## config.mk

```make
export PLATFORM = sky130hd
export DESIGN_NAME = float_argsort_engine_flat
export DESIGN_NICKNAME = d
export VERILOG_FILES = /design/src/sv/fae_pkg.sv /design/src/sv/fae_in_if.sv /design/src/sv/fae_out_if.sv /design/src/sv/fae_cell.sv /design/src/sv/float_argsort_engine.sv /design/src/flat_wrapper.sv
export VERILOG_INCLUDE_DIRS = /design/src /design/src/sv
export SDC_FILE = /design/constraint.sdc
export NUM_CORES = 2
export LEC_CHECK = 0
export BUFFER_PORTS_ARGS = -buffer_cell sky130_fd_sc_hd__clkbuf_2
export CORE_UTILIZATION = 40
export CTS_CLUSTER_SIZE = 30
export DETAILED_ROUTE_END_ITERATION = 6
export PLACE_DENSITY = 0.55
export SLEW_MARGIN = 20
export SYNTH_ARGS = -nofsm -noshare
export SYNTH_HDL_FRONTEND = slang
export SYNTH_SLANG_ARGS = --single-unit
```

## constraint.sdc

```tcl
create_clock -name clk -period 12.4 [get_ports clk]
set_input_delay 0.62 -clock clk [delete_from_list [all_inputs] [get_ports clk]]
set_output_delay 0.62 -clock clk [all_outputs]
set_load 0.1 [all_outputs]
```

## src/sv/float_argsort_engine_macros.svh

```systemverilog
// assertion macros used by the argsort engine module
`ifndef FLOAT_ARGSORT_ENGINE_MACROS_SVH
`define FLOAT_ARGSORT_ENGINE_MACROS_SVH

// condition implies consequence in the same cycle
`define FAE_ASSERT_NOW(label, clk, rst, cond, cons) \
  label: assert property (@(posedge clk) disable iff (rst) (cond) |-> (cons)) \
    else $error("fae assertion failed");

// condition implies consequence in the next cycle
`define FAE_ASSERT_NEXT(label, clk, rst, cond, cons) \
  label: assert property (@(posedge clk) disable iff (rst) (cond) |=> (cons)) \
    else $error("fae assertion failed");

`endif

```

## src/sv/fae_pkg.sv

```systemverilog
// types, constants and key functions of the argsort engine
package fae_pkg;

  localparam int unsigned VAL_W = 32;
  localparam int unsigned POS_W = 4;

  // contents of one cell of the insertion chain
  typedef struct packed {
    logic             valid;
    logic [VAL_W-1:0] key;
    logic [POS_W-1:0] pos;
  } cell_data_t;

  // controls broadcast to every cell
  typedef struct packed {
    logic insert;
    logic drain;
    logic asc;
  } cell_ctrl_t;

  // load / drain phase, one-hot
  typedef enum logic [1:0] {
    PH_LOAD  = 2'b01,
    PH_DRAIN = 2'b10
  } phase_t;

  // float bits to unsigned order key, both zeros folded together
  function automatic logic [VAL_W-1:0] order_key(input logic [VAL_W-1:0] bits);
    logic [VAL_W-1:0] b;
    b = (bits[VAL_W-2:0] == '0) ? '0 : bits;
    if (b[VAL_W-1]) begin
      return ~b;
    end
    return {1'b1, b[VAL_W-2:0]};
  endfunction

  // strict ordering, so equal keys keep input order
  function automatic logic goes_before(input logic [VAL_W-1:0] ka,
                                       input logic [VAL_W-1:0] kb,
                                       input logic asc);
    return asc ? (ka < kb) : (ka > kb);
  endfunction

endpackage

```

## src/sv/fae_in_if.sv

```systemverilog
// input channel: one float value per item with set framing flags
interface fae_in_if;
  logic                       valid;
  logic                       ready;
  logic [fae_pkg::VAL_W-1:0]  value_bits;
  logic                       ascending;
  logic                       last_value;

  modport source (output valid, value_bits, ascending, last_value, input ready);
  modport sink   (input valid, value_bits, ascending, last_value, output ready);
endinterface

```

## src/sv/fae_out_if.sv

```systemverilog
// output channel: one sorted input position per item
interface fae_out_if;
  logic                       valid;
  logic                       ready;
  logic [fae_pkg::POS_W-1:0]  position;
  logic                       last_rank;

  modport source (output valid, position, last_rank, input ready);
  modport sink   (input valid, position, last_rank, output ready);
endinterface

```

## src/sv/fae_cell.sv

```systemverilog
// one cell of the sorted insertion chain
module fae_cell (
  input  logic                      clk,
  input  logic                      rst,
  input  fae_pkg::cell_ctrl_t       ctrl,
  input  logic [fae_pkg::VAL_W-1:0] new_key,
  input  logic [fae_pkg::POS_W-1:0] new_pos,
  input  logic                      prev_take,
  input  fae_pkg::cell_data_t       prev_data,
  input  fae_pkg::cell_data_t       next_data,
  output logic                      take,
  output fae_pkg::cell_data_t       data
);

  fae_pkg::cell_data_t data_next;

  // new key lands here or further up the chain
  always_comb begin
    take = !data.valid || fae_pkg::goes_before(new_key, data.key, ctrl.asc);
  end

  // hold, shift toward the tail on insert, or toward the head on drain
  always_comb begin
    data_next = data;
    if (ctrl.drain) begin
      data_next = next_data;
    end else if (ctrl.insert && take) begin
      if (prev_take) begin
        data_next = prev_data;
      end else begin
        data_next = '{valid: 1'b1, key: new_key, pos: new_pos};
      end
    end
  end

  always_ff @(posedge clk) begin
    if (rst) begin
      data.valid <= 1'b0;
    end else begin
      data <= data_next;
    end
  end

endmodule

```

## src/sv/float_argsort_engine.sv

```systemverilog
// argsort engine for single-precision floats, built on an insertion chain
//
// Usage: a set of float values enters on items_in, one value per item. The
// ascending flag of the first item of a set picks the order (1 ascending,
// 0 descending); last_value marks the final item. Values past MAX_ITEMS are
// dropped, but a dropped item's last_value still ends the set.
// Once the set is complete, ranks_out gives the 0-based input position of
// each value in sorted order, one item per rank, with last_rank on the final
// one. Equal values (+0 and -0 included) keep their input order.
// Throughput: while loading, one value per cycle; each value is placed into
// the sorted chain of cells in the cycle it is accepted. The first rank is
// offered the cycle after the last value is accepted, and the chain drains
// one rank per cycle while ranks_out is ready. items_in is not ready during
// the drain.
// A stall on ranks_out freezes the chain; nothing is lost or repeated.
// Reset (rst, synchronous) empties the chain and returns to loading.
module float_argsort_engine #(
  parameter int unsigned MAX_ITEMS = 16
) (
  input  logic          clk,
  input  logic          rst,
  fae_in_if.sink        items_in,
  fae_out_if.source     ranks_out
);

  `include "float_argsort_engine_macros.svh"

  localparam int unsigned CNT_W = $clog2(MAX_ITEMS + 1);

  fae_pkg::phase_t             phase;
  logic [CNT_W-1:0]            count;
  logic                        order_asc;
  fae_pkg::cell_ctrl_t         ctrl;
  fae_pkg::cell_data_t         cell_q [MAX_ITEMS];
  logic                        take_v [MAX_ITEMS];
  logic [MAX_ITEMS-1:0]        valid_vec;
  logic [fae_pkg::VAL_W-1:0]   new_key;
  logic                        in_fire;
  logic                        out_fire;
  logic                        room;

  // handshakes
  assign items_in.ready = (phase == fae_pkg::PH_LOAD);
  assign in_fire        = items_in.valid && items_in.ready;
  assign ranks_out.valid     = (phase == fae_pkg::PH_DRAIN) && cell_q[0].valid;
  assign ranks_out.position  = cell_q[0].pos;
  assign ranks_out.last_rank = !cell_q[1].valid;
  assign out_fire       = ranks_out.valid && ranks_out.ready;

  // chain controls
  assign room    = (count < CNT_W'(MAX_ITEMS));
  assign new_key = fae_pkg::order_key(items_in.value_bits);
  assign ctrl    = '{insert: in_fire && room, drain: out_fire, asc: order_asc};

  // cell row
  for (genvar i = 0; i < MAX_ITEMS; i++) begin : g_cell
    fae_pkg::cell_data_t prev_d;
    fae_pkg::cell_data_t next_d;
    logic                prev_t;

    if (i == 0) begin : g_head
      assign prev_d = '0;
      assign prev_t = 1'b0;
    end else begin : g_body
      assign prev_d = cell_q[i-1];
      assign prev_t = take_v[i-1];
    end

    if (i == MAX_ITEMS - 1) begin : g_tail
      assign next_d = '0;
    end else begin : g_inner
      assign next_d = cell_q[i+1];
    end

    fae_cell u_cell (
      .clk       (clk),
      .rst       (rst),
      .ctrl      (ctrl),
      .new_key   (new_key),
      .new_pos   (fae_pkg::POS_W'(count)),
      .prev_take (prev_t),
      .prev_data (prev_d),
      .next_data (next_d),
      .take      (take_v[i]),
      .data      (cell_q[i])
    );

    assign valid_vec[i] = cell_q[i].valid;
  end

  // set framing and phase control
  always_ff @(posedge clk) begin
    if (rst) begin
      phase     <= fae_pkg::PH_LOAD;
      count     <= '0;
      order_asc <= 1'b0;
    end else begin
      case (phase)
        fae_pkg::PH_LOAD: begin
          if (in_fire) begin
            if (count == '0) begin
              order_asc <= items_in.ascending;
            end
            if (items_in.last_value) begin
              count <= '0;
              phase <= fae_pkg::PH_DRAIN;
            end else if (room) begin
              count <= count + CNT_W'(1);
            end
          end
        end
        fae_pkg::PH_DRAIN: begin
          if (out_fire && ranks_out.last_rank) begin
            phase <= fae_pkg::PH_LOAD;
          end
        end
        default: begin
          phase <= fae_pkg::PH_LOAD;
        end
      endcase
    end
  end

  // checks
  `FAE_ASSERT_NOW(a_drain_has_head, clk, rst,
                  phase == fae_pkg::PH_DRAIN, cell_q[0].valid)
  `FAE_ASSERT_NOW(a_load_count_matches, clk, rst,
                  phase == fae_pkg::PH_LOAD, $countones(valid_vec) == int'(count))
  `FAE_ASSERT_NOW(a_count_bound, clk, rst, 1'b1, count <= CNT_W'(MAX_ITEMS))
  `FAE_ASSERT_NEXT(a_final_rank_empties, clk, rst,
                   out_fire && ranks_out.last_rank,
                   phase == fae_pkg::PH_LOAD && valid_vec == '0)
  `FAE_ASSERT_NEXT(a_last_starts_drain, clk, rst,
                   in_fire && items_in.last_value,
                   phase == fae_pkg::PH_DRAIN && count == '0)

endmodule
```

## src/flat_wrapper.sv

```systemverilog
// flat-port wrapper written by rule: the top's interface ports become plain ports
module float_argsort_engine_flat 
#(
  parameter int unsigned MAX_ITEMS = 16
)
  (clk, rst, items_in_valid, items_in_value_bits, items_in_ascending, items_in_last_value, items_in_ready, ranks_out_valid, ranks_out_position, ranks_out_last_rank, ranks_out_ready);
  fae_in_if items_in_i ();
  fae_out_if ranks_out_i ();
  input  logic clk;
  input  logic rst;
  input wire logic [$bits(items_in_i.valid)-1:0] items_in_valid;
  input wire logic [$bits(items_in_i.value_bits)-1:0] items_in_value_bits;
  input wire logic [$bits(items_in_i.ascending)-1:0] items_in_ascending;
  input wire logic [$bits(items_in_i.last_value)-1:0] items_in_last_value;
  output wire logic [$bits(items_in_i.ready)-1:0] items_in_ready;
  output wire logic [$bits(ranks_out_i.valid)-1:0] ranks_out_valid;
  output wire logic [$bits(ranks_out_i.position)-1:0] ranks_out_position;
  output wire logic [$bits(ranks_out_i.last_rank)-1:0] ranks_out_last_rank;
  input wire logic [$bits(ranks_out_i.ready)-1:0] ranks_out_ready;
  assign items_in_i.valid = items_in_valid;
  assign items_in_i.value_bits = items_in_value_bits;
  assign items_in_i.ascending = items_in_ascending;
  assign items_in_i.last_value = items_in_last_value;
  assign items_in_ready = items_in_i.ready;
  assign ranks_out_valid = ranks_out_i.valid;
  assign ranks_out_position = ranks_out_i.position;
  assign ranks_out_last_rank = ranks_out_i.last_rank;
  assign ranks_out_i.ready = ranks_out_ready;
  float_argsort_engine #(.MAX_ITEMS(MAX_ITEMS)) u_core (.clk(clk), .rst(rst), .items_in(items_in_i), .ranks_out(ranks_out_i));
endmodule
```

Yosys cells after proc, flatten, opt, wreduce, memory -nomap -nowiden
Cells that the tools add are included.
Word-level totals
  bits in registers: 600
  output and inout bits: 7
  input port bits: 38
Operators by class
  bitwise gates (word level): 2
  muxes and demuxes: 72
  order comparisons: 33
  equality and inequality tests: 5
  add/subtract/negate cells: 1
  reductions and logical operators: 92
Operators by type and width (number)
  $mux W37: 45
  $gt A32 B32 Y1: 16
  $lt A32 B32 Y1: 16
  $mux W32: 3
  $mux W36: 1
  $reduce_bool A2 Y1: 17
  $not A32 Y32: 1
  $reduce_and A2 Y1: 16
  $logic_not A31 Y1: 1
  $logic_and A1 B1 Y1: 21
  $mux W1: 17
  $logic_not A1 Y1: 16
  $logic_or A1 B1 Y1: 16
  $mux W5: 2
  $reduce_and A3 Y1: 3
  $mux W2: 3
  $ne A2 B2 Y1 const B: 3
  $add A5 B1 Y5 const B: 1
  $logic_not A5 Y1: 1
  $lt A5 B5 Y1 const B: 1
  $pmux W2 S2: 1
  $eq A2 B1 Y1 const B: 1
  $eq A2 B2 Y1 const B: 1
  $reduce_or A2 Y1: 1
  $not A1 Y1: 1

Logic depth before layout (Yosys ltp)
  depth after elaboration: 11
  gate-level depth with buffers: 18
  depth with buffers taken out: 13

Hierarchy
From an unflattened synthesis, not the netlist that was laid out.
Second synthesis, totals
  cells, all modules: 4653
  area, all modules: 44013.5 um2
Modules (own cells, without submodules)
  fae_cell: area each 2693.8 um2, cells an instance 283, times used 16
  float_argsort_engine: area each 912.1 um2, cells an instance 125, times used 1

Least setup slack after synthesis
No wires, ideal clock.
  path kind: input to register
  start: in items_in_value_bits[3]
  end: reg u_core.g_cell[10].u_cell.data[0] (netlist name), enable pin
  stages: 16
  path buffers: 3
  required time: 11971 ps
  slack: 6314 ps
  arrival time: 5657 ps
  path through: nor4_1 nand4_1 nor2_1 clkbuf_1 clkbuf_1 nor2_1 ha_1 and4_1 nand4_1 or4_4 a31oi_4 o22ai_1 o221ai_2 buf_2 nor2_1 nor2_1
On the way
  cells in the longest elaborated chain, start to end: 11
  elaborated cells between the ends (all ways): 13
  those cells by class: order compare (2); mux (5); bitwise (1); reduce/logical (5)
RTL lines
  start: declaration: line flat_wrapper.sv:12  | input wire logic [$bits(items_in_i.value_bits)-1:0] items_in_value_bits;
  $logic_not A31 Y1: line fae_pkg.sv:30  | b = (bits[VAL_W-2:0] == '0) ? '0 : bits;
  $mux W32 *: line fae_pkg.sv:30
  $not A32 Y32: line fae_pkg.sv:32  | return ~b;
  $mux W32: line fae_pkg.sv:31  | if (b[VAL_W-1]) begin
  $mux W32 *: line fae_pkg.sv:34  | return {1'b1, b[VAL_W-2:0]};
  $gt A32 B32 Y1 / $lt A32 B32 Y1 (equally long branches): line fae_pkg.sv:41  | return asc ? (ka < kb) : (ka > kb);
  $mux W1 *: line fae_pkg.sv:41
  $logic_or A1 B1 Y1 *: line fae_cell.sv:19  | take = !data.valid || fae_pkg::goes_before(new_key, data.key, ctrl.asc);
  $logic_and A1 B1 Y1 *: line fae_cell.sv:27  | end else if (ctrl.insert && take) begin
  $reduce_bool A2 Y1 (no source line) *
  $reduce_and A2 Y1 (no source line) *
  end signal: assignment: line fae_cell.sv:40  | data <= data_next;
  end: declaration: line fae_cell.sv:12  | output fae_pkg::cell_data_t data
Every way passes the cells marked *; elsewhere a longest branch is shown, timed or not. The select of a mux whose other input is x is not followed.
A chain may end at the register's enable or synchronous reset.

==> impl_results.md <==
- Status: finished, final reports clean
- WL/cell: 23.9 µm
- Compound-cell area share of the yosys netlist: 0.193
- Worst-margin pin slew: 1.07 ns
- Seq/Total Area, Yosys: 0.429
- Hold path cells: 3
- Syn Nets: 4752
- Area leader, netlist: edfxtp_1
- Main flop type after synthesis: edfxtp_1
- Initial Utilization: 0.405
- Initial antenna violation count: 2
- Iteration-0 DRC Markers: 3317
- Pins over their slew limit: 0
- Maximum clock rate: 162 MHz
- Kind of critical path: primary input to register
- Pwr/cell area: 125 mW/mm²
- Ranking of synthesized cells by area: edfxtp_1, ha_1, a221o_1
- Crit. End Element: register
- Cell-internal power: 4.03 mW
- Most common cell after layout, fill and taps aside: edfxtp_1
- Tot Pwr: 5.73 mW
- # port buffers: 44
- Hold EP: u_core.order_asc
- FF-to-FF End: u_core.g_cell[3].u_cell.data[8]
- R2R depth: 6
- Post-DRT Antenna Nets: 0
- Sw frac: 0.297
- HPWL after DPL: 97700 µm
- RSZ-0062 raised after global routing: no
- Non-Filler Instances: 5556
- DP Area: 0.0432 mm²
- CP arrival: 6.68 ns
- Synth Area in Simple Gates: 0.127
- Synth Warn #: 0
- Die width: 324 µm
- Total I/O pin count: 45
- Clock sinks: 600
- Area grow syn2layout: 10.3%
- Largest family of logic cells by synthesized area: compound AO/OA/AOI/OAI gates
- Slew margin rel.: 0.286
- GP Congestion: 0.879
- Vias in the first global route: 31700
- Setup ws final: 6.22 ns
- Vias: 33300
- Root buf cell: clkbuf_16
- Layout fillers: 9668
- Max Clock Skew: 0.0245 ns
- Adder-cell share of the synthesized area: 0.155
- Die H: 324 µm
- Worst hold path startpoint: items_in_ascending
- Final wirelength: 133000 µm
- Worst hold-check path type: primary input to register
- Gr ovfl total: 0
- Placed cell count: 5413
- Pleak: 19.5 nW
- Number of synthesized register bits: 600
- Post-synth EDFFs: 576
- Drt first pass iters: 7
- R2r setup slk: 7.78 ns
- Clock share of power: 0.377
- CTS Hold Bufs: 0
- CP Data Required Time: 12.90 ns
- Synthesized area: 0.0415 mm²
- Combinational share of power: 0.192
- Synthesized area per cell: 9.88 µm²
- Cell variety after synth: 68
- Utilization after layout: 0.447
- Core ar.: 0.102 mm²
- Reg-to-reg startpoint: u_core.g_cell[0].u_cell.data[36]
- Layout cell share with drive strength beyond 1: 0.0676
- TritonCTS buffer count: 75
- First-pass GRT wire length: 201000 µm
- Post-layout min period: 6.18 ns
- Final nets: 4682
- Max-cap viol count: 0
- Worst Path Max Fanout: 44
- Die Footprint: 0.105 mm²
- DRC errors left: 0
- Maximum clock insertion buffer count: 3
- Largest net degree at the start of global routing: 98
- Post-synthesis cell count: 4200
- Critical path startpoint category: primary input
- Post-Synth XOR/XNOR Area: 0.00697
- Clk slew on worst S/H paths: 0.05 ns
- Mux contribution to synthesized area: 0.0126
- Hold Violations, Final: 0
- # rows: 117
- CTS tree: done
- CTS H-Tree Depth: 3
- Yosys top cell area share: 0.417
- Clk_lat worst skew: 0.65 ns
- Post-route clock period utilization: 0.498
- Synth async-reset ratio: 0
- P_sw: 1.70 mW
- Seq pwr share: 0.432
- Min Hold Slack: 0.231 ns
- Setup_tns: 0 ns
- Routed vias/inst: 6.00
- Final setup violation count: 0
- Worst vdd ir: 106 µV
- Commonest non-fill, non-tap cells in the layout: edfxtp_1, inv_1, nor2_1
- Place WS: 5.38 ns
- Final Cell Area: 0.0457 mm²
- Setup repair bufs after CTS: 0
- GRT Total Usage: 0.252
- CTS-repair resized insts: 0
==> registers in the layout (all words and copies together) (netlist names) <==
name,cells
u_core.order_asc,1
u_core.count,5
u_core.g_cell.u_cell.data,592
u_core.phase,2
==> routing by layer <==
| layer | wire, µm | share of wire | global-route usage |
|---|---|---|---|
| met1 | 63400 | 0.48 | 0.372 |
| met2 | 57400 | 0.43 | 0.382 |
| met3 | 8370 | 0.063 | 0.0329 |
| met4 | 3740 | 0.028 | 0.0734 |
| met5 | 0 | 0 | 0 |
==> Yosys cell counts, drive strengths merged, types with 16 or more instances <==
master	n
buf	64
nor2	547
nand3	115
o211ai	77
or3	38
nand4	112
nor2b	18
nor3	20
a221oi	16
nor4	23
a21o	34
o21ai	113
nand2	239
o221ai	19
a221o	437
xnor2	32
clkbuf	219
edfxtp	576
a21oi	233
dfxtp	24
ha	514
mux2i	51
inv	531
==> critical path, cell delays in order <==
cell and delay (ns):
clkbuf_2 0.10, nor4_1 0.32, nand4_1 0.50, nor2_4 0.69, buf_4 0.43, nor2_1 0.09
buf_4 0.24, ha_1 0.35, nand4_1 0.26, or4_1 0.66, a31oi_1 0.32, mux2i_1 0.17
nor2_4 0.11, buf_4 0.48, and2_1 0.65, buf_4 0.39, a221o_1 0.21
==> cell families after synthesis <==
group                      Yosys count
adders and majority gates          514
AOI/OAI and AO/OA                 1017
and+or+nand+nor                   1170
buffers and inverters              814
muxes                               52
DFF                                600
xor gates and xnor gates            33
==> final cells by class <==
cell class / count / area (µm²) / share of cell area
multi-input combinational: 2786 / 20900 / 0.456
sequential: 600 / 17800 / 0.389
timing repair buffer: 136 / 1050 / 0.0230
antenna: 1 / 2.50 / 0.0000547
clock inverter: 30 / 179 / 0.00391
clock buffer: 104 / 2160 / 0.0473
tap: 1368 / 1710 / 0.0374
inverter: 531 / 1990 / 0.0436
==> worst max-delay path by stage <==
stage / start / end / cells after the start
2_1_floorplan: items_in_value_bits[3] / u_core.g_cell[10].u_cell.data[0] / 16
3_3_place_gp: items_in_value_bits[16] / u_core.g_cell[7].u_cell.data[11] / 16
3_5_place_dp: items_in_value_bits[16] / u_core.g_cell[9].u_cell.data[10] / 16
4_1_cts: items_in_value_bits[16] / u_core.g_cell[9].u_cell.data[10] / 16
5_1_grt: items_in_value_bits[16] / u_core.g_cell[12].u_cell.data[24] / 18
6_report: items_in_value_bits[16] / u_core.g_cell[14].u_cell.data[12] / 17
==> power by group through the flow <==
stage               Sequential, mW  Combinational [mW]  Clock [mW]
finish                        2.47                1.10        2.16
global route                  2.48                1.22        2.25
CTS                           2.47                1.08        2.19
detailed placement            2.51                1.08           0
global placement              2.51                1.06           0
floorplan                     2.46               0.742           0
(Power assumes the default switching activity.)
